===== config.mk =====
export PLATFORM = sky130hd
export DESIGN_NAME = bpc_dut_mul
export DESIGN_NICKNAME = d
export VERILOG_FILES = /design/src/sv/bpc_pkg.sv /design/src/sv/bpc_dut_mul.sv
export SDC_FILE = /design/constraint.sdc
export NUM_CORES = 2
export LEC_CHECK = 0
export BUFFER_PORTS_ARGS = -buffer_cell sky130_fd_sc_hd__clkbuf_2
export CORE_ASPECT_RATIO = 2
export CORE_MARGIN = 2
export CORE_UTILIZATION = 63
export DETAILED_ROUTE_END_ITERATION = 12
export PLACE_DENSITY_LB_ADDON = 0.2
export SYNTH_ARGS = -nofsm -noshare
export SYNTH_HDL_FRONTEND = slang
export SYNTH_SLANG_ARGS = --single-unit

===== constraint.sdc =====
create_clock -name clk -period 8.8 [get_ports clk]
set_clock_uncertainty 0.05 [all_clocks]
set_input_delay 0.44 -clock clk [delete_from_list [all_inputs] [get_ports clk]]
set_output_delay 0.44 -clock clk [all_outputs]
set_load 0.01 [all_outputs]

===== src/sv/bpc_pkg.sv =====
// ----------------------------------------------------------------------------
// bpc_pkg: shared types and constants of the pressure compensation block
// Holds the calibration register set, its register indexes and the datapath
// widths used by the register file, the split multiplier and the top level.
// ----------------------------------------------------------------------------
package bpc_pkg;

  // Register indexes, byte address is four times the index.
  typedef enum logic [2:0] {
    IDX_SENS_BASE        = 3'd0,
    IDX_OFFSET_BASE      = 3'd1,
    IDX_SENS_TEMP_COEF   = 3'd2,
    IDX_OFFSET_TEMP_COEF = 3'd3,
    IDX_REF_TEMP_READING = 3'd4,
    IDX_TEMP_GAIN_COEF   = 3'd5,
    IDX_PRESSURE_TRIM    = 3'd6,
    IDX_CURVE_AND_SHIFT  = 3'd7
  } reg_idx_t;

  localparam int ADDR_W  = 5;
  localparam int DATA_W  = 32;

  // Calibration coefficients as seen by the datapath.
  typedef struct packed {
    logic [15:0] sens_base;
    logic [15:0] offset_base;
    logic [15:0] sens_temp_coef;
    logic [15:0] offset_temp_coef;
    logic [15:0] ref_temp_reading;
    logic [15:0] temp_gain_coef;
    logic [15:0] pressure_trim;
    logic [23:0] curve_and_shift;
  } cfg_t;

  // Datapath widths. The temperature difference term needs 44 signed bits;
  // a 17-bit coefficient times it needs 61.
  localparam int COEF_W   = 17;
  localparam int DUT_W    = 44;
  localparam int DUT_LO_W = 22;
  localparam int PROD_W   = COEF_W + DUT_W;

  // Clock cycles from an accepted item to its result strobe.
  localparam int LAT = 16;

endpackage


===== src/sv/bpc_dut_mul.sv =====
// ----------------------------------------------------------------------------
// bpc_dut_mul: coefficient times temperature difference, two stages
// The 44-bit operand is split into a signed upper and an unsigned lower half.
// Two narrow partial products are registered, then summed in the next stage.
// ----------------------------------------------------------------------------
module bpc_dut_mul (
  input  logic                              clk,
  input  logic signed [bpc_pkg::COEF_W-1:0] coef,
  input  logic signed [bpc_pkg::DUT_W-1:0]  dut,
  output logic signed [bpc_pkg::PROD_W-1:0] prod
);
  import bpc_pkg::*;

  localparam int HI_W = DUT_W - DUT_LO_W;

  logic signed [HI_W-1:0]            dut_hi;
  logic signed [DUT_LO_W:0]          dut_lo;
  logic signed [COEF_W+HI_W-1:0]     ph_nxt, ph_r;
  logic signed [COEF_W+DUT_LO_W:0]   pl_nxt, pl_r;
  logic signed [PROD_W-1:0]          prod_nxt, prod_r;

  assign dut_hi = dut[DUT_W-1:DUT_LO_W];
  assign dut_lo = $signed({1'b0, dut[DUT_LO_W-1:0]});
  assign ph_nxt = coef * dut_hi;
  assign pl_nxt = coef * dut_lo;

  // The upper partial product carries the weight 2^22; the exact sum fits.
  assign prod_nxt = $signed({ph_r, {DUT_LO_W{1'b0}}})
                  + $signed({{(PROD_W-COEF_W-DUT_LO_W-1){pl_r[COEF_W+DUT_LO_W]}}, pl_r});
  assign prod     = prod_r;

  always_ff @(posedge clk) begin
    ph_r   <= ph_nxt;
    pl_r   <= pl_nxt;
    prod_r <= prod_nxt;
  end

endmodule


; ---- Yosys cells after proc, flatten, opt, wreduce, memory -nomap -nowiden
; Cells that the tools add are included.
[classes]
n_eq_ne = 0
mux = 0
n_div = 0
add_sub_neg = 1
mul = 2
bitwise_logic = 0
order_cmp = 0
shift = 0
n_reduce_logical = 0
[op_table]
columns = op, count
row1 = $add 61x40->61, 1
row2 = $mul 17x23->40, 1
row3 = $mul 17x22->39, 1
[totals]
regBits = 140
wordCells = 6
n_memories = 0
romBits = 0
latch_bits = 0
ramBits = 0
out_inout_bits = 61
in_bits = 62

; ---- Longest topological paths before layout
[depth]
depth_word = 1
ltp_mapped = 26
depth_no_buf = 23

; ---- Worst setup path after synthesis
; No wires, ideal clock.
[synth_path]
kind = input to register
startpoint = input port coef[2] (netlist name)
endpoint = register ph_r[30]
required_time_ns = 8.644
path_stages = 23
path_slack_ns = 2.435
t_arrival_ns = 6.209
setup_time_ns = 0.106
cell_sequence = clkbuf_1 -> clkbuf_1 -> nand2_1 -> fa_1 -> inv_1 -> fa_1 -> inv_1 -> fa_1 -> inv_1 -> fa_1 -> inv_1 -> fa_1 -> fa_1 -> inv_1 -> ha_1 -> a211oi_1 -> nand2_1 -> or3_1 -> o21ai_0 -> a31oi_1 -> o21a_1 -> o21a_1 -> o311ai_0
[synth_via]
elab_chain_cells = 1
[synth_lines]
columns = element, line_no
row1 = "start, declared", bpc_dut_mul.sv:8  ; input logic signed [bpc_pkg::COEF_W-1:0] coef,
row2 = $mul 17x22->39, bpc_dut_mul.sv:24  ; assign ph_nxt = coef * dut_hi;
row3 = named net ph_nxt[30], bpc_dut_mul.sv:18  ; logic signed [COEF_W+HI_W-1:0] ph_nxt, ph_r;
row4 = "end signal, assigned", bpc_dut_mul.sv:33  ; ph_r <= ph_nxt;
row5 = "end, declared", bpc_dut_mul.sv:18
; The timed path passes the listed nets, and every way through them passes these cells.

; ---- Worst setup path after layout
[layout_path]
startpoint = input port coef[16] (netlist name)
endpoint = register ph_r[38]
; Same word-level chain as after synthesis.

==> results.yml <==
routing:
  vias_per_cell: 5.770
  drt_iter0_markers: 1232
  drcViolationCount: 0
  finalWirelength_microns: 81660
  num_vias: 23324
  wire_per_inst_microns: 20.20
  firstDrtPassIters: 5
  detail-route-antenna-nets: 0
clock_tree:
  postCtsSetupRepairBufs: 0
  cts-buffers-inserted: 17
  cts_root_buffer: "sky130_fd_sc_hd__clkbuf_16"
  post_cts_hold_buffer_count: 0
  ctsHtreeMaxLevel: 4
  clk-insertion-delay-late_ns: 0.45
  cts.reportedPaths.clkPinSlew_ns: 0.07
  tritoncts: "done"
  numClockSinks: 140
  cts-root-to-sink-buffers: 2
  cts.repair.resized: 0
critical_path:
  setup_cp_type: "in -> reg"
  timing.critical_path.from: "coef[16]"
  critical_path_required_ns: 9.06
  timing.rr.start: "pl_r[22]$_DFF_P_"
  setup.worst_path.end_class: "register"
  timing.rr.end: "prod[58]$_DFF_P_"
  crit_path_end: "ph_r[38]$_DFF_P_"
  timing.reg2reg.worst_path_depth: 12
  worstPathMaxFanout: 21
  regToRegSetupSlack_ns: 5.22
  crit_arrival_ns: 7.54
  cp-start-kind: "primary input"
grt:
  grt_util_all_layers_pct: 34.50
  pin_count_of_the_biggest_net_entering_global_routing: 45
  antenna_found_initial: 1
  grt.overflow.total: 0
  first_global_vias: 27168
  wire_length_of_the_first_global_routing_pass_microns: 133500
sta:
  final_period_minus_worst_setup_slack_ns: 7.281
  count_of_endpoints_failing_setup_in_the_final_report: 0
  final_min_period_over_clock_period_pct: 82.74
  fin_setup_tns_ns: 0
  hold_violations: 0
  tightestPinTransition_ns: 1.104
  relSlewSlack_pct: 26.42
  finalMaxSlewViolations: 0
  unrepaired_setup_endpoints_after_global_routing: "false"
  fmax_ghz: 0.1373
yosys:
  synth_sequential_area_ratio_pct: 9.101
  synth_most_common_cell: "sky130_fd_sc_hd__inv_1"
  yosys.area_share.xor_xnor_pct: 2.901
  async_set_or_reset_register_ratio_after_synthesis_pct: 0
  synthTopCellsByCount: "sky130_fd_sc_hd__inv_1, sky130_fd_sc_hd__fa_1, sky130_fd_sc_hd__nand2_1"
  fraction_of_synthesized_area_in_multiplexers_pct: 0.09751
  yosys_warnings: 0
  synth_edf_count: 0
  adder_cell_share_of_the_synthesized_area_pct: 54.63
  post_synth_and_or_nand_nor_area_fraction_pct: 15.43
  synth_fp_nets: 4376
  synth.top_cells.by_area: "sky130_fd_sc_hd__fa_1, sky130_fd_sc_hd__ha_1, sky130_fd_sc_hd__inv_1, sky130_fd_sc_hd__dfxtp_1, sky130_fd_sc_hd__and2_1"
  synth_compound_area_share_pct: 6.789
  largest_family_of_logic_cells_by_synthesized_area: "adder cells"
  yosys.area.top_type: "sky130_fd_sc_hd__fa_1"
  ys_seq_elements: 140
  synthCells: 3372
  yosys.cell_types.count: 73
  synthesis.area_sq_um: 30800
  synth_top_flop_cell: "sky130_fd_sc_hd__dfxtp_1"
  synth.avg_cell_area_sq_um: 9.133
  post-synth-top-area-fraction_pct: 43.62
min_path:
  holdCritPathClass: "reg -> reg"
floorplanning:
  floorplan.initialDensity_pct: 63.69
  design.core.area_sq_um: 48350
  ports_placed_on_the_boundary: 123
  rows: 114
  die_height_microns: 316.7
  die-area_sq_um: 50770
  die-width_microns: 160.3
place:
  io_buffers: 122
  hpwlAfterDp_microns: 67190
  gpl.final_weighted_congestion: 0.9516
finish:
  nFillCells: 3962
  layout-drive-gt1-share_pct: 5.763
  multi_input_gate_area_sq_um: 24590
  area.growth.synth_to_final_pct: 5.071
  finish.net_count: 4392
  final-seq-area_sq_um: 2803
run:
  drv.max_cap_violation_count: 0
outcome:
  outcome: "finished clean"
[stage by stage]
| stage | std cells | area, sq um | hold WS (ns) | util, % | worst slack [ns] |
|---|---|---|---|---|---|
| finish | 4042 | 32360 | 0.2762 | 66.92 | 1.519 |
| floorplan | 3372 | 30800 | 0.2596 | - | 2.435 |
| detailed placement | 4007 | 31790 | 0.2621 | 65.74 | 1.184 |
| global route | 4039 | 32350 | 0.2820 | 66.90 | 1.275 |
| CTS | 4039 | 32350 | 0.2767 | 66.90 | 1.649 |
| global placement | 4007 | 31790 | 0.2623 | 65.74 | 1.264 |
[critical path, stage by stage]
cell and delay [ns]:
sky130_fd_sc_hd__clkbuf_2 0.32, sky130_fd_sc_hd__inv_1 0.90, sky130_fd_sc_hd__nor2_1 0.15, sky130_fd_sc_hd__fa_1 0.56, sky130_fd_sc_hd__fa_1 0.44, sky130_fd_sc_hd__fa_1 0.58, sky130_fd_sc_hd__fa_1 0.47, sky130_fd_sc_hd__fa_1 0.50
sky130_fd_sc_hd__inv_1 0.05, sky130_fd_sc_hd__fa_1 0.48, sky130_fd_sc_hd__inv_1 0.04, sky130_fd_sc_hd__ha_1 0.34, sky130_fd_sc_hd__nand2_1 0.10, sky130_fd_sc_hd__a21oi_1 0.13, sky130_fd_sc_hd__o21ai_0 0.14, sky130_fd_sc_hd__nor3_1 0.18
sky130_fd_sc_hd__o21ai_0 0.23, sky130_fd_sc_hd__a31oi_1 0.83, sky130_fd_sc_hd__a41oi_1 0.35, sky130_fd_sc_hd__nor2_1 0.20, sky130_fd_sc_hd__a211oi_1 0.06
[cells by family (layout without fill, tap and decap cells)]
family                     after synthesis  in the layout
DFF                                    140            140
buffers and inverters                  905            934
other                                    0              3
AOI/OAI and AO/OA                      311            311
muxes                                    3              3
and+or+nand+nor                        969            969
adders and majority gates              942            942
xor gates and xnor gates               102            102
[registers in the layout, indices dropped and copies added, names as in the netlist]
| name | flops |
|---|---|
| ph_r | 39 |
| pl_r | 40 |
| prod | 61 |
[how the worst min path moves through the flow]
stage,start,to,slack [ns],cells after the start
5_1_grt,pl_r[8]$_DFF_P_,prod[8]$_DFF_P_,0.28,0
3_3_place_gp,pl_r[6]$_DFF_P_,prod[6]$_DFF_P_,0.26,0
3_5_place_dp,pl_r[6]$_DFF_P_,prod[6]$_DFF_P_,0.26,0
6_report,pl_r[6]$_DFF_P_,prod[6]$_DFF_P_,0.28,0
2_1_floorplan,pl_r[0]$_DFF_P_,prod[0]$_DFF_P_,0.26,0
4_1_cts,pl_r[6]$_DFF_P_,prod[6]$_DFF_P_,0.28,0
[layout by cell type, fill, tap and decap left out, types with 6 or more instances in the layout]
master / n
sky130_fd_sc_hd__inv_1: 764
sky130_fd_sc_hd__fa_1: 671
sky130_fd_sc_hd__nand2_1: 430
sky130_fd_sc_hd__and2_1: 330
sky130_fd_sc_hd__ha_1: 271
sky130_fd_sc_hd__dfxtp_1: 140
sky130_fd_sc_hd__clkbuf_2: 122
sky130_fd_sc_hd__a21oi_1: 95
sky130_fd_sc_hd__nor2_1: 83
sky130_fd_sc_hd__xnor2_1: 77
sky130_fd_sc_hd__o21ai_0: 43
sky130_fd_sc_hd__a21o_1: 43
sky130_fd_sc_hd__nand2b_1: 30
sky130_fd_sc_hd__o21a_1: 25
sky130_fd_sc_hd__xor2_1: 25
sky130_fd_sc_hd__nor3_1: 22
sky130_fd_sc_hd__nand3_1: 17
sky130_fd_sc_hd__clkbuf_16: 17
sky130_fd_sc_hd__buf_4: 16
sky130_fd_sc_hd__nor2b_1: 15
sky130_fd_sc_hd__a211oi_1: 12
sky130_fd_sc_hd__o21bai_1: 11
sky130_fd_sc_hd__and3_1: 9
sky130_fd_sc_hd__inv_6: 9
sky130_fd_sc_hd__a31oi_1: 8
sky130_fd_sc_hd__nand4_1: 8
sky130_fd_sc_hd__or2_2: 7
sky130_fd_sc_hd__o211ai_1: 6
[layout make-up]
cell class                 count  share of cell area [%]
timing repair buffer         138                   2.258
clock inverter                13                  0.3635
tap                          638                   2.467
sequential                   140                   8.662
antenna                        3                 0.02320
clock buffer                  19                   1.369
inverter                     764                   8.863
multi-input combinational   2327                   75.99
[layer usage]
| metal | up-vias | routed length, microns | part of all wire [%] | global-route usage (%) |
|---|---|---|---|---|
| li1 | 10105 | - | - | - |
| met1 | 11780 | 24260 | 30 | 31.16 |
| met2 | 997 | 44310 | 54 | 65.63 |
| met3 | 442 | 4031 | 4.9 | 4.591 |
| met4 | 0 | 9056 | 11 | 31.72 |
| met5 | - | 0 | 0 | 0 |
Power is not shown: default switching activity piles up to over one toggle a cycle in this logic, so the estimate is an artifact.
