`src/sv/bpc_pkg.sv`:
```
// ----------------------------------------------------------------------------
// bpc_pkg: shared types and constants of the pressure compensation block
// Holds the calibration register set, its register indexes and the datapath
// widths used by the register file, the split multiplier and the top level.
// ----------------------------------------------------------------------------
package bpc_pkg;

  // Register indexes, byte address is four times the index.
  typedef enum logic [2:0] {
    IDX_SENS_BASE        = 3'd0,
    IDX_OFFSET_BASE      = 3'd1,
    IDX_SENS_TEMP_COEF   = 3'd2,
    IDX_OFFSET_TEMP_COEF = 3'd3,
    IDX_REF_TEMP_READING = 3'd4,
    IDX_TEMP_GAIN_COEF   = 3'd5,
    IDX_PRESSURE_TRIM    = 3'd6,
    IDX_CURVE_AND_SHIFT  = 3'd7
  } reg_idx_t;

  localparam int ADDR_W  = 5;
  localparam int DATA_W  = 32;

  // Calibration coefficients as seen by the datapath.
  typedef struct packed {
    logic [15:0] sens_base;
    logic [15:0] offset_base;
    logic [15:0] sens_temp_coef;
    logic [15:0] offset_temp_coef;
    logic [15:0] ref_temp_reading;
    logic [15:0] temp_gain_coef;
    logic [15:0] pressure_trim;
    logic [23:0] curve_and_shift;
  } cfg_t;

  // Datapath widths. The temperature difference term needs 44 signed bits;
  // a 17-bit coefficient times it needs 61.
  localparam int COEF_W   = 17;
  localparam int DUT_W    = 44;
  localparam int DUT_LO_W = 22;
  localparam int PROD_W   = COEF_W + DUT_W;

  // Clock cycles from an accepted item to its result strobe.
  localparam int LAT = 16;

endpackage

```
`src/sv/bpc_regs.sv`:
```
// ----------------------------------------------------------------------------
// bpc_regs: calibration register file
// APB-style slave holding the eight calibration registers. Writes complete in
// the access phase; reads return the addressed register with no wait states.
// ----------------------------------------------------------------------------
module bpc_regs (
  input  logic                       clk,
  input  logic                       rst_n,
  input  logic                       psel,
  input  logic                       penable,
  input  logic                       pwrite,
  input  logic [bpc_pkg::ADDR_W-1:0] paddr,
  input  logic [bpc_pkg::DATA_W-1:0] pwdata,
  output logic [bpc_pkg::DATA_W-1:0] prdata,
  output logic                       pready,
  output bpc_pkg::cfg_t              cfg
);
  import bpc_pkg::*;

  cfg_t     cfg_r;
  cfg_t     cfg_nxt;
  reg_idx_t idx;
  logic     wr_en;

  assign idx    = reg_idx_t'(paddr[ADDR_W-1:2]);
  assign wr_en  = psel & penable & pwrite;
  assign pready = 1'b1;
  assign cfg    = cfg_r;

  always_comb begin
    cfg_nxt = cfg_r;
    if (wr_en) begin
      case (idx)
        IDX_SENS_BASE:        cfg_nxt.sens_base        = pwdata[15:0];
        IDX_OFFSET_BASE:      cfg_nxt.offset_base      = pwdata[15:0];
        IDX_SENS_TEMP_COEF:   cfg_nxt.sens_temp_coef   = pwdata[15:0];
        IDX_OFFSET_TEMP_COEF: cfg_nxt.offset_temp_coef = pwdata[15:0];
        IDX_REF_TEMP_READING: cfg_nxt.ref_temp_reading = pwdata[15:0];
        IDX_TEMP_GAIN_COEF:   cfg_nxt.temp_gain_coef   = pwdata[15:0];
        IDX_PRESSURE_TRIM:    cfg_nxt.pressure_trim    = pwdata[15:0];
        IDX_CURVE_AND_SHIFT:  cfg_nxt.curve_and_shift  = pwdata[23:0];
        default:              cfg_nxt = cfg_r;
      endcase
    end
  end

  always_comb begin
    case (idx)
      IDX_SENS_BASE:        prdata = {16'd0, cfg_r.sens_base};
      IDX_OFFSET_BASE:      prdata = {16'd0, cfg_r.offset_base};
      IDX_SENS_TEMP_COEF:   prdata = {16'd0, cfg_r.sens_temp_coef};
      IDX_OFFSET_TEMP_COEF: prdata = {16'd0, cfg_r.offset_temp_coef};
      IDX_REF_TEMP_READING: prdata = {16'd0, cfg_r.ref_temp_reading};
      IDX_TEMP_GAIN_COEF:   prdata = {16'd0, cfg_r.temp_gain_coef};
      IDX_PRESSURE_TRIM:    prdata = {16'd0, cfg_r.pressure_trim};
      IDX_CURVE_AND_SHIFT:  prdata = {8'd0, cfg_r.curve_and_shift};
      default:              prdata = '0;
    endcase
  end

  always_ff @(posedge clk) begin
    if (!rst_n) begin
      cfg_r <= '0;
    end else begin
      cfg_r <= cfg_nxt;
    end
  end

endmodule

```
`config.mk`:
```
export PLATFORM = sky130hd
export DESIGN_NAME = bpc_regs
export DESIGN_NICKNAME = d
export VERILOG_FILES = /design/src/sv/bpc_pkg.sv /design/src/sv/bpc_regs.sv
export SDC_FILE = /design/constraint.sdc
export NUM_CORES = 1
export LEC_CHECK = 0
export BUFFER_PORTS_ARGS = -buffer_cell sky130_fd_sc_hd__buf_2
export CAP_MARGIN = 20
export CORE_AREA = 3 3 146 148
export CTS_BUF_LIST = sky130_fd_sc_hd__clkbuf_4 sky130_fd_sc_hd__clkbuf_8
export CTS_CLUSTER_SIZE = 24
export DETAILED_ROUTE_END_ITERATION = 10
export DIE_AREA = 0 0 149 151
export SYNTH_ARGS = -nofsm -noshare
export SYNTH_HDL_FRONTEND = slang
export SYNTH_SLANG_ARGS = --single-unit
```
`constraint.sdc`:
```
create_clock -name clk -period 4.5 [get_ports clk]
set_input_delay 0.675 -clock clk [delete_from_list [all_inputs] [get_ports clk]]
set_output_delay 0.675 -clock clk [all_outputs]
set_load 0.01 [all_outputs]
```
Yosys cells after proc, flatten, opt, wreduce, memory -nomap -nowiden
Index checks and enable logic that the tools add are counted.
- input bits: 42
- output and inout bits: 169
- register bits: 136
- bitwise operators: 2
- reduce and logical (&&, ||, !) cells: 9
- multiplexer cells: 1
- equality and inequality tests: 7
- operators by type and width (cell ; count):
    32-bit case mux with 8 select lines ; 1
    2-bit AND reduction ; 8
    3-bit equality test (second input constant) ; 4
    3-bit by 2-bit equality test with 1-bit output (second input constant) ; 2
    3-bit by 1-bit equality test with 1-bit output (second input constant) ; 1
    3-bit logical NOT ; 1
    1-bit AND ; 2

Depth between registers and ports, before layout
Gate-level depths: netlist (run 1).
- word-level depth: 3
- mapped depth: 7
- gate-level depth less buffers: 4

Least setup slack after synthesis (run 1)
Ideal clock, no wire load.
- path type: input port to output port
- start: input port paddr[2] in the netlist's numbering
- end: output port prdata[0] in the netlist's numbering
- data arrival time: 1755 ps
- slack: 2070 ps
- cell stages on the path: 7
- cells stage by stage: buf_6 > nor2b_1 > clkbuf_2 > buf_2 > a22o_1 > a221oi_1 > nor2_1
- word-level cells in the longest chain between the ends: 2
- elaborated cells between the ends (all ways): 9
- classes of those cells: eq/ne: 7; mux: 1; reduce/logical: 1
- ends and longest elaborated chain (element ; line ; source):
    start: declaration ; bpc_regs.sv:12 ; input logic [bpc_pkg::ADDR_W-1:0] paddr,
    3-bit equality test, or another cell as far along ; bpc_regs.sv:48 ; case (idx)
    32-bit case mux with 8 select lines (*) ; bpc_regs.sv:48 ;
    end: declaration ; bpc_regs.sv:14 ; output logic [bpc_pkg::DATA_W-1:0] prdata,
Mark *: on every way between the ends. The rest lies on a longest branch, timed or not. The select of a mux whose other input is x is not followed.

Final worst setup path (run 1)
- start: input port paddr[2] in the netlist's numbering
- end: output port prdata[1] in the netlist's numbering
Same word-level chain as after synthesis.

==> results of run 1 <==
[critical path, cell delays in order]
cell,delay (ns)
buf_2,0.26
buf_4,0.38
or3_1,0.62
nor2_1,0.12
a21oi_1,0.24
buf_2,0.18
[cell usage after synthesis, types with 2 or more instances]
| cell type | instances |
|---|---|
| nor2_1 | 28 |
| nor2_2 | 3 |
| buf_4 | 24 |
| a22oi_1 | 2 |
| a21boi_0 | 106 |
| clkbuf_1 | 29 |
| buf_6 | 2 |
| dfxtp_1 | 136 |
| and2_1 | 9 |
| conb_1 | 2 |
| nor2_4 | 3 |
| nand2b_1 | 15 |
| a221oi_1 | 26 |
| a21boi_1 | 30 |
| a21oi_1 | 4 |
| or3_1 | 2 |
| or2_2 | 2 |
| nor2b_1 | 8 |
| buf_2 | 31 |
| o21ai_0 | 15 |
| o2bb2ai_1 | 13 |
| inv_1 | 15 |
| a22o_1 | 13 |
| nand2_1 | 260 |
| o32a_1 | 2 |
| mux2i_1 | 17 |
[through the flow]
step / power, mW / cells / utilization, % / setup WS [ns] / hold WS, ns
5_1_grt: 2.53 / 1237 / 39.1 / 1.22 / 0.454
2_1_floorplan: 1.38 / 821 / - / 2.07 / 0.487
4_1_cts: 2.46 / 1237 / 39.1 / 1.35 / 0.444
3_5_place_dp: 1.44 / 1206 / 37.1 / 1.33 / 0.458
3_3_place_gp: 1.44 / 1206 / 37.1 / 1.39 / 0.451
6_report: 2.44 / 1237 / 39.1 / 1.33 / 0.466
[power groups by stage]
stage               clock network (mW)  logic [mW]  registers (mW)
floorplan                            0       0.134            1.25
global placement                     0       0.197            1.25
detailed placement                   0       0.198            1.25
CTS                               1.04       0.198            1.22
global route                      1.10       0.215            1.22
finish                            1.02       0.198            1.22
[metal layers]
layer	vias to the layer above	wire, um
met2	236	10000
met5	-	0
li1	2978	-
met4	0	232
met3	17	2100
met1	2909	10900
[area by class of cell]
type	instances	area [sq um]	share of cell area [%]
Clock buffer	23	292	3.70
Sequential cell	136	2720	34.5
Multi-Input combinational cell	583	3340	42.3
Clock inverter	8	97.6	1.24
Tap cell	270	338	4.29
Inverter	15	56.3	0.714
Timing Repair Buffer	202	1040	13.2
[logic make-up (layout without fill, tap and decap cells)]
kind of cell	after synthesis	count (layout)
simple gates	340	340
compound gates	216	216
flops	136	136
buf+inv	102	248
mux	18	18
other cells	2	9
[worst min-delay path by stage]
stage	startpoint	slack [ns]	cells past startpoint	endpoint
floorplan	cfg[98]	0.49	2	cfg[98]
global placement	cfg[98]	0.45	2	cfg[98]
detailed placement	cfg[98]	0.46	2	cfg[98]
CTS	pwdata[17]	0.44	3	cfg[17]
global route	pwdata[19]	0.45	3	cfg[19]
finish	pwdata[17]	0.47	3	cfg[17]
==> results.ini, run 1 <==
[final_layout]
final_common_cell = nand2_1
layout_common_cells = nand2_1 (260), buf_2 (191), dfxtp_1 (136)
largest_reg_flops = 136
fillers = 2124
drive_gt1_share_pct = 25.4
syn_to_final_growth_pct = 20.1
fin_area_sq_mm = 0.00788
antenna_cells = 0
final_nets = 997

[detailed_routing]
drt_iter0_markers = 466
num_vias = 6140
via_per_inst = 4.96
drc = 0
wl_per_cell_um = 18.8
wirelength_um = 23300
dr.pass1.iters = 5
antenna_left = 0

[grt]
grt.overflow.total = 0
use_met1_pct = 28.7
antenna_found_initial = 0
grt_use_total_pct = 20.2
top_usage_layer = met2
gr-usage-met2_pct = 30.1
grtUsageMet3_pct = 5.92
grt_max_degree = 50
grt_pass1_vias = 5618
grt_pass1_wl_um = 34900

[logic_synthesis]
synth_top_family_by_area = compound AO/OA/AOI/OAI gates
synth.yosys.seq_area_share_pct = 41.5
syn_inst = 814
synth-compound-area-share_pct = 25.1
syn_area_sq_mm = 0.00656
synth_edf_count = 0
yosys.area.top_type_share_pct = 41.5
synthArstFlopShare_pct = 0
synth_fa_ha_area_share_pct = 0
yosys_register_bits = 136
ys_types = 43
synthTopCellsByArea = dfxtp_1 (41%), nand2_1 (15%), a21boi_0 (12%)
yosys.area_share.simple_pct = 22.4
avgSynthCellArea_sq_um = 8.06
synthXorXnorAreaFrac_pct = 0
synth_top_area_cell = dfxtp_1
synth_mux_area_share_pct = 2.77
ys.warnings.count = 0
synth_flop_cell = dfxtp_1

[placement]
dp_hpwl_um = 16800
port-buffer-count = 191
place_area_sq_mm = 0.00749
place_congestion = 0.850

[setup_path]
crit_path_start_kind = input pin
rrSetupSlack_ns = 3.74
critPathRequiredTime_ns = 3.83
crit_start = paddr[2]
r2r_end = cfg[59]
crit_path_end_kind = output port
crit_path_max_fanout = 27
crit_path_end = prdata[1]
r2r-start = cfg[59]
crit_arrival_ns = 2.49
critPathKind = in2out
r2r_cells = 2

[cts]
htreeDepth = 4
clock_latency_ns = 0.44
cts_setup_buffers = 0
clk_pin_slew_ns = 0.08
cts_hold_buf = 0
cts_sinks = 136
tritoncts = done
clockBufferDepth = 2
numCtsBuffers = 17
cts-resized-gates = 0
cts-root-buf = clkbuf_8

[die]
start_util_pct = 32.5
die_y_um = 151
placementRows = 52
die_w_um = 149
die-area_sq_mm = 0.0225
io_pins = 211
core_area_sq_mm = 0.0202

[sta]
slew_headroom_pct = 31.9
drv_slew = 0
finalSetupViolCount = 0
clock_skew_ns = 0
rsz0062_at_grt = no
post-route-period-util_pct = 70.4
fmax_ghz = 0.316
min_period_ns = 3.17
final.setup.tns_ns = 0
worstMarginPinSlew_ns = 1.02
hold_viol = 0

[power]
power.density_mw_per_mm2 = 310
power.share.sequential_pct = 49.9
power_leakage_nw = 3.20
pwr-share-comb_pct = 8.1
internal-power_mw = 1.82
p_switching_uw = 623
peakVddDrop_v = 0.000165
switching_share_pct = 25.5
clkPwrFrac_pct = 41.9

[run_status]
outcome = finished clean

[min_path]
hp-class = in2reg

[job]
drv_cap = 0

Note: power is estimated with default switching activity, not from simulation.
==> inputs of run 2 (changes only) <==
==> constraint.sdc (replaced) <==
create_clock -name clk -period 2.8 [get_ports clk]
set_input_delay 0.42 -clock clk [delete_from_list [all_inputs] [get_ports clk]]
set_output_delay 0.42 -clock clk [all_outputs]
set_load 0.01 [all_outputs]
==> run 2 against run 1 <==
Non-clock buffer count is 11 higher. Critical path depth grew 1. Critical path type unchanged. Register-to-register slack got worse by 1.7 ns. Combinational power grew 64%. Sequential power up 61%. Wire length shrank 0.89%. Sequential share of layout area fell by 0.52 points. First-iteration DRC count grew 2.4%. Final cell count up 0.73%. Flip-flop and latch count unchanged. Clock-buffer cell count shrank 3.
==> results.ini, run 2 (synthesized netlist as in run 1, its figures left out) <==
[run_status]
outcome = finished clean

[placement]
dp_hpwl_um = 16800
port-buffer-count = 191
place_congestion = 0.884
post-place-ws_ns = 0.434

[sta]
fin_ws_ns = 0.426
worstMarginPinSlew_ns = 1.07
fmax_ghz = 0.421
drv_slew = 0
rsz0062_at_grt = no
slew_headroom_pct = 28.8
post-route-period-util_pct = 84.8
clock_skew_ns = 0
min_period_ns = 2.37
hold_viol = 0
finalSetupViolCount = 0
final.setup.tns_ns = 0

[detailed_routing]
num_vias = 6154
wirelength_um = 23100
dr.pass1.iters = 5
via_per_inst = 4.94
wl_per_cell_um = 18.5
drc = 0
antenna_left = 0
drt_iter0_markers = 477

[power]
power.density_mw_per_mm2 = 499
power_leakage_nw = 3.26
peakVddDrop_v = 0.000283
fin_total_pwr_mw = 3.99

[grt]
grt_pass1_vias = 5655
grt_use_total_pct = 20.2
use_met1_pct = 28.7
grt_max_degree = 137
grtUsageMet3_pct = 6.64
grt_pass1_wl_um = 34900
top_usage_layer = met2
gr-usage-met2_pct = 29.3
antenna_found_initial = 2
grt.overflow.total = 0

[setup_path]
r2r_end = cfg[64]
rrSetupSlack_ns = 2.02
critPathKind = in2out
crit_path_end_kind = output port
crit_path_max_fanout = 12
crit_start = paddr[3]
crit_path_start_kind = input pin
r2r_cells = 2
crit_arrival_ns = 1.95
crit_path_end = prdata[6]
r2r-start = cfg[64]
critPathRequiredTime_ns = 2.38

[cts]
cts-resized-gates = 0
cts_sinks = 136
htreeDepth = 4
clock_latency_ns = 0.45
cts-root-buf = clkbuf_8
numCtsBuffers = 17
clockBufferDepth = 2
clk_pin_slew_ns = 0.08
tritoncts = done
cts_hold_buf = 0
cts_setup_buffers = 0

[die]
die-area_sq_mm = 0.0225
core_area_sq_mm = 0.0202
die_y_um = 151
start_util_pct = 32.5
placementRows = 52
die_w_um = 149
io_pins = 211

[final_layout]
syn_to_final_growth_pct = 21.9
drive_gt1_share_pct = 26.1
layout_common_cells = nand2_1 (260), buf_2 (191), dfxtp_1 (136)
fillers = 2103
final_nets = 1008
multi_input_area_sq_mm = 0.00334
largest_reg_flops = 136
final_common_cell = nand2_1
regArea_sq_mm = 0.00272

[job]
drv_cap = 0

[min_path]
hp-class = in2reg

run 2: final cells by class:
cell class,instances,area share (%)
Multi-Input combinational cell,583,41.7
Sequential cell,136,34.0
Timing Repair Buffer,213,14.3
Tap cell,270,4.22
Clock buffer,20,3.44
Clock inverter,8,1.55
Inverter,15,0.704
Antenna cell,1,0.0313
run 2: per-stage QoR:
| stage | std cells | util (%) | area, sq um | hold WS (ns) |
|---|---|---|---|---|
| final | 1246 | 39.7 | 8000 | 0.202 |
| after floorplan | 821 | - | 6590 | 0.487 |
| after CTS | 1245 | 39.7 | 8000 | 0.176 |
| after global routing | 1246 | 39.7 | 8000 | 0.189 |
| after detailed placement | 1217 | 37.7 | 7600 | 0.453 |
| after global placement | 1217 | 37.7 | 7600 | 0.451 |
run 2: where the power goes:
part	internal [mW]	leakage (nW)	total [mW]	switching [mW]
combinational	0.115	1.97	0.325	0.211
sequential	1.95	1.10	1.96	0.0119
clock	0.930	0.198	1.71	0.776
run 2: worst min-delay path by stage:
stage                     from  cells after the start       to  slack, ns
floorplan              cfg[98]                      2  cfg[98]       0.49
global placement       cfg[98]                      2  cfg[98]       0.45
detailed placement     cfg[98]                      2  cfg[98]       0.45
CTS                 pwdata[17]                      3  cfg[17]       0.18
global route        pwdata[17]                      3  cfg[17]       0.19
finish              pwdata[17]                      3  cfg[17]       0.20
run 2: worst max-delay path: stages:
cell       delay, ns
buf_2           0.23
buf_4           0.28
mux2i_1         0.30
o2bb2ai_1       0.11
a221oi_1        0.35
nor2_1          0.11
buf_2           0.16
run 2: layer usage:
layer  routed length (um)  up-vias
li1                     -     3005
met2                 9850      239
met5                   13        -
met4                  370        2
met1                10800     2882
met3                 2070       26
==> inputs of run 3 (changes only) <==
==> constraint.sdc (replaced) <==
create_clock -name clk -period 1.99 [get_ports clk]
set_input_delay 0.2985 -clock clk [delete_from_list [all_inputs] [get_ports clk]]
set_output_delay 0.2985 -clock clk [all_outputs]
set_load 0.01 [all_outputs]
==> run 3 against run 2 <==
Wire length about the same. Sequential share of layout area fell by 1.6 points. Core utilization rose by 2.1 points. Flip-flop and latch count unchanged. Worst hold slack got worse by 0.12 ns. Clock power grew 30%. Global-route usage decreased by 0.084 points. Clock-buffer cell count is 1 higher. Die area unchanged. Register-to-register slack got worse by 0.76 ns. Setup slack worse by 0.40 ns. Non-clock buffer count rose by 25. Critical endpoint is now prdata[9]. Largest cell class unchanged. Largest power group unchanged. Highest routed layer unchanged.
==> results.ini, run 3 (synthesized netlist as in run 1, its figures left out) <==
[final_layout]
final_common_cell = nand2_1
fillers = 2054
final_nets = 1033
fin_area_sq_mm = 0.00843
largest_reg_flops = 136
drive_gt1_share_pct = 31.6
antenna_cells = 0
syn_to_final_growth_pct = 28.5
layout_common_cells = nand2_1 (260), buf_2 (191), dfxtp_1 (126)

[power]
p_switching_mw = 1.46
pwr-share-comb_pct = 9.4
power.share.sequential_pct = 50.2
clkPwrFrac_pct = 40.5
peakVddDrop_v = 0.000407
internal-power_mw = 4.04
power_leakage_nw = 3.44
power.density_mw_per_mm2 = 652
switching_share_pct = 26.5

[detailed_routing]
num_vias = 6162
antenna_left = 0
wirelength_um = 23100
via_per_inst = 4.84
dr.pass1.iters = 5
wl_per_cell_um = 18.1
drt_iter0_markers = 335
drc = 0

[setup_path]
crit_path_start_kind = input pin
critPathRequiredTime_ns = 1.69
rrSetupSlack_ns = 1.26
crit_chain = buf_2 -> nor2b_1 -> buf_4 -> a22o_1 -> a221oi_2 -> nor2_1 -> buf_2
path_buf_inv = 3
critPathKind = in2out
crit_family = compound AO/OA/AOI/OAI gates
cp_slowest_stage_delay_ns = 0.38
crit_arrival_ns = 1.67
r2r-start = cfg[87]
crit_slowest_cell = a221oi_2
cpMostUsedCell = buf_2
r2r_end = cfg[87]
crit_path_end_kind = output port
r2r_cells = 3
crit_path_max_fanout = 8

[cts]
numCtsBuffers = 17
htreeDepth = 4
cts-root-buf = clkbuf_8
cts_hold_buf = 0
cts_sinks = 136
clockBufferDepth = 2
clock_latency_ns = 0.44
clk_pin_slew_ns = 0.08
tritoncts = done

[sta]
clock_skew_ns = 0
hold_viol = 0
drv_slew = 0
whs_ns = 0.0820
min_period_ns = 1.96
post-route-period-util_pct = 98.7
slew_headroom_pct = 54.1
rsz0062_at_grt = yes
worstMarginPinSlew_ns = 0.689
finalSetupViolCount = 0
fmax_ghz = 0.509

[grt]
grt_pass1_vias = 5812
grt_use_total_pct = 20.2
grt_max_degree = 80
antenna_found_initial = 1
grt.overflow.total = 0
grt_pass1_wl_um = 34900

[job]
drv_cap = 0

[die]
start_util_pct = 32.5
placementRows = 52
io_pins = 211
core_area_sq_mm = 0.0202
die_w_um = 149
die_y_um = 151
die-area_sq_mm = 0.0225

[min_path]
min_from = pwdata[17]
hold_path_depth = 3
hold_end = cfg[17]
hp-class = in2reg

[placement]
port-buffer-count = 191
place_area_sq_mm = 0.00786
dp_hpwl_um = 17000
place_congestion = 0.845

[run_status]
outcome = finished clean

-- run 3: cell types whose count changed in the layout (fill, tap and decap cells not counted), sizes merged --
cell      delta
buf         +25
clkinv       +2
diode        -1
clkinvlp     +2
clkbuf       +1
bufinv       -2
inv          +1
-- run 3: timing repair --
item	in CTS	in global routing
resized for setup	9	33
setup buffers	2	0
pin swaps	5	8
setup endpoints to repair	5	13
-- run 3: worst max-delay path by stage --
| stage | start | endpoint | slack (ns) | cells past startpoint |
|---|---|---|---|---|
| after floorplan | paddr[2] | prdata[0] | 0.31 | 7 |
| after global placement | paddr[3] | prdata[6] | 0.02 | 7 |
| after detailed placement | paddr[3] | prdata[15] | -0.007 | 8 |
| after CTS | cfg[87] | prdata[15] | -0.04 | 6 |
| after global routing | cfg[119] | prdata[15] | -0.04 | 6 |
| final | paddr[3] | prdata[9] | 0.03 | 7 |
-- run 3: final cells by class --
type	count	area, sq um	share of cell area, %
flip-flops and latches	136	2740	32.5
clock inverters	11	97.6	1.16
inverters	15	56.3	0.668
repair buffers	238	1430	17.0
well taps	270	338	4.01
clock buffers	21	283	3.35
multi-input cells	583	3480	41.3
-- run 3: routing by layer --
metal  vias up  part of all wire [%]  track usage, %
li1       3059                     -               -
met1      2866                    47            27.9
met2       211                    43            29.7
met3        24                   8.6            7.36
met4         2                   1.8            5.45
met5         -                 0.039               0
-- run 3: power groups by stage --
| stage | Clock, mW | Sequential (mW) | Combinational, mW |
|---|---|---|---|
| after floorplan | 0 | 2.83 | 0.304 |
| after global placement | 0 | 2.82 | 0.487 |
| after detailed placement | 0 | 2.82 | 0.490 |
| after CTS | 2.28 | 2.76 | 0.496 |
| after global routing | 2.39 | 2.76 | 0.556 |
| final | 2.22 | 2.76 | 0.515 |
-- run 3: worst reg2reg max path, cell delays in order, from the launching register on --
cell	delay, ns
dfxtp_2	0.34
buf_4	0.11
nand2_1	0.05
a21boi_0	0.16
-- run 3: through the flow --
step	TNS (ns)	utilization [%]	std cells	setup WS [ns]	total power [mW]
final	0	41.8	1274	0.0260	5.49
after global routing	-0.177	41.8	1274	-0.0421	5.70
after CTS	-0.0384	41.1	1274	-0.0384	5.53
after detailed placement	-0.00693	39.0	1240	-0.00693	3.31
after global placement	0	39.0	1240	0.0152	3.31
after floorplan	0	-	821	0.313	3.13
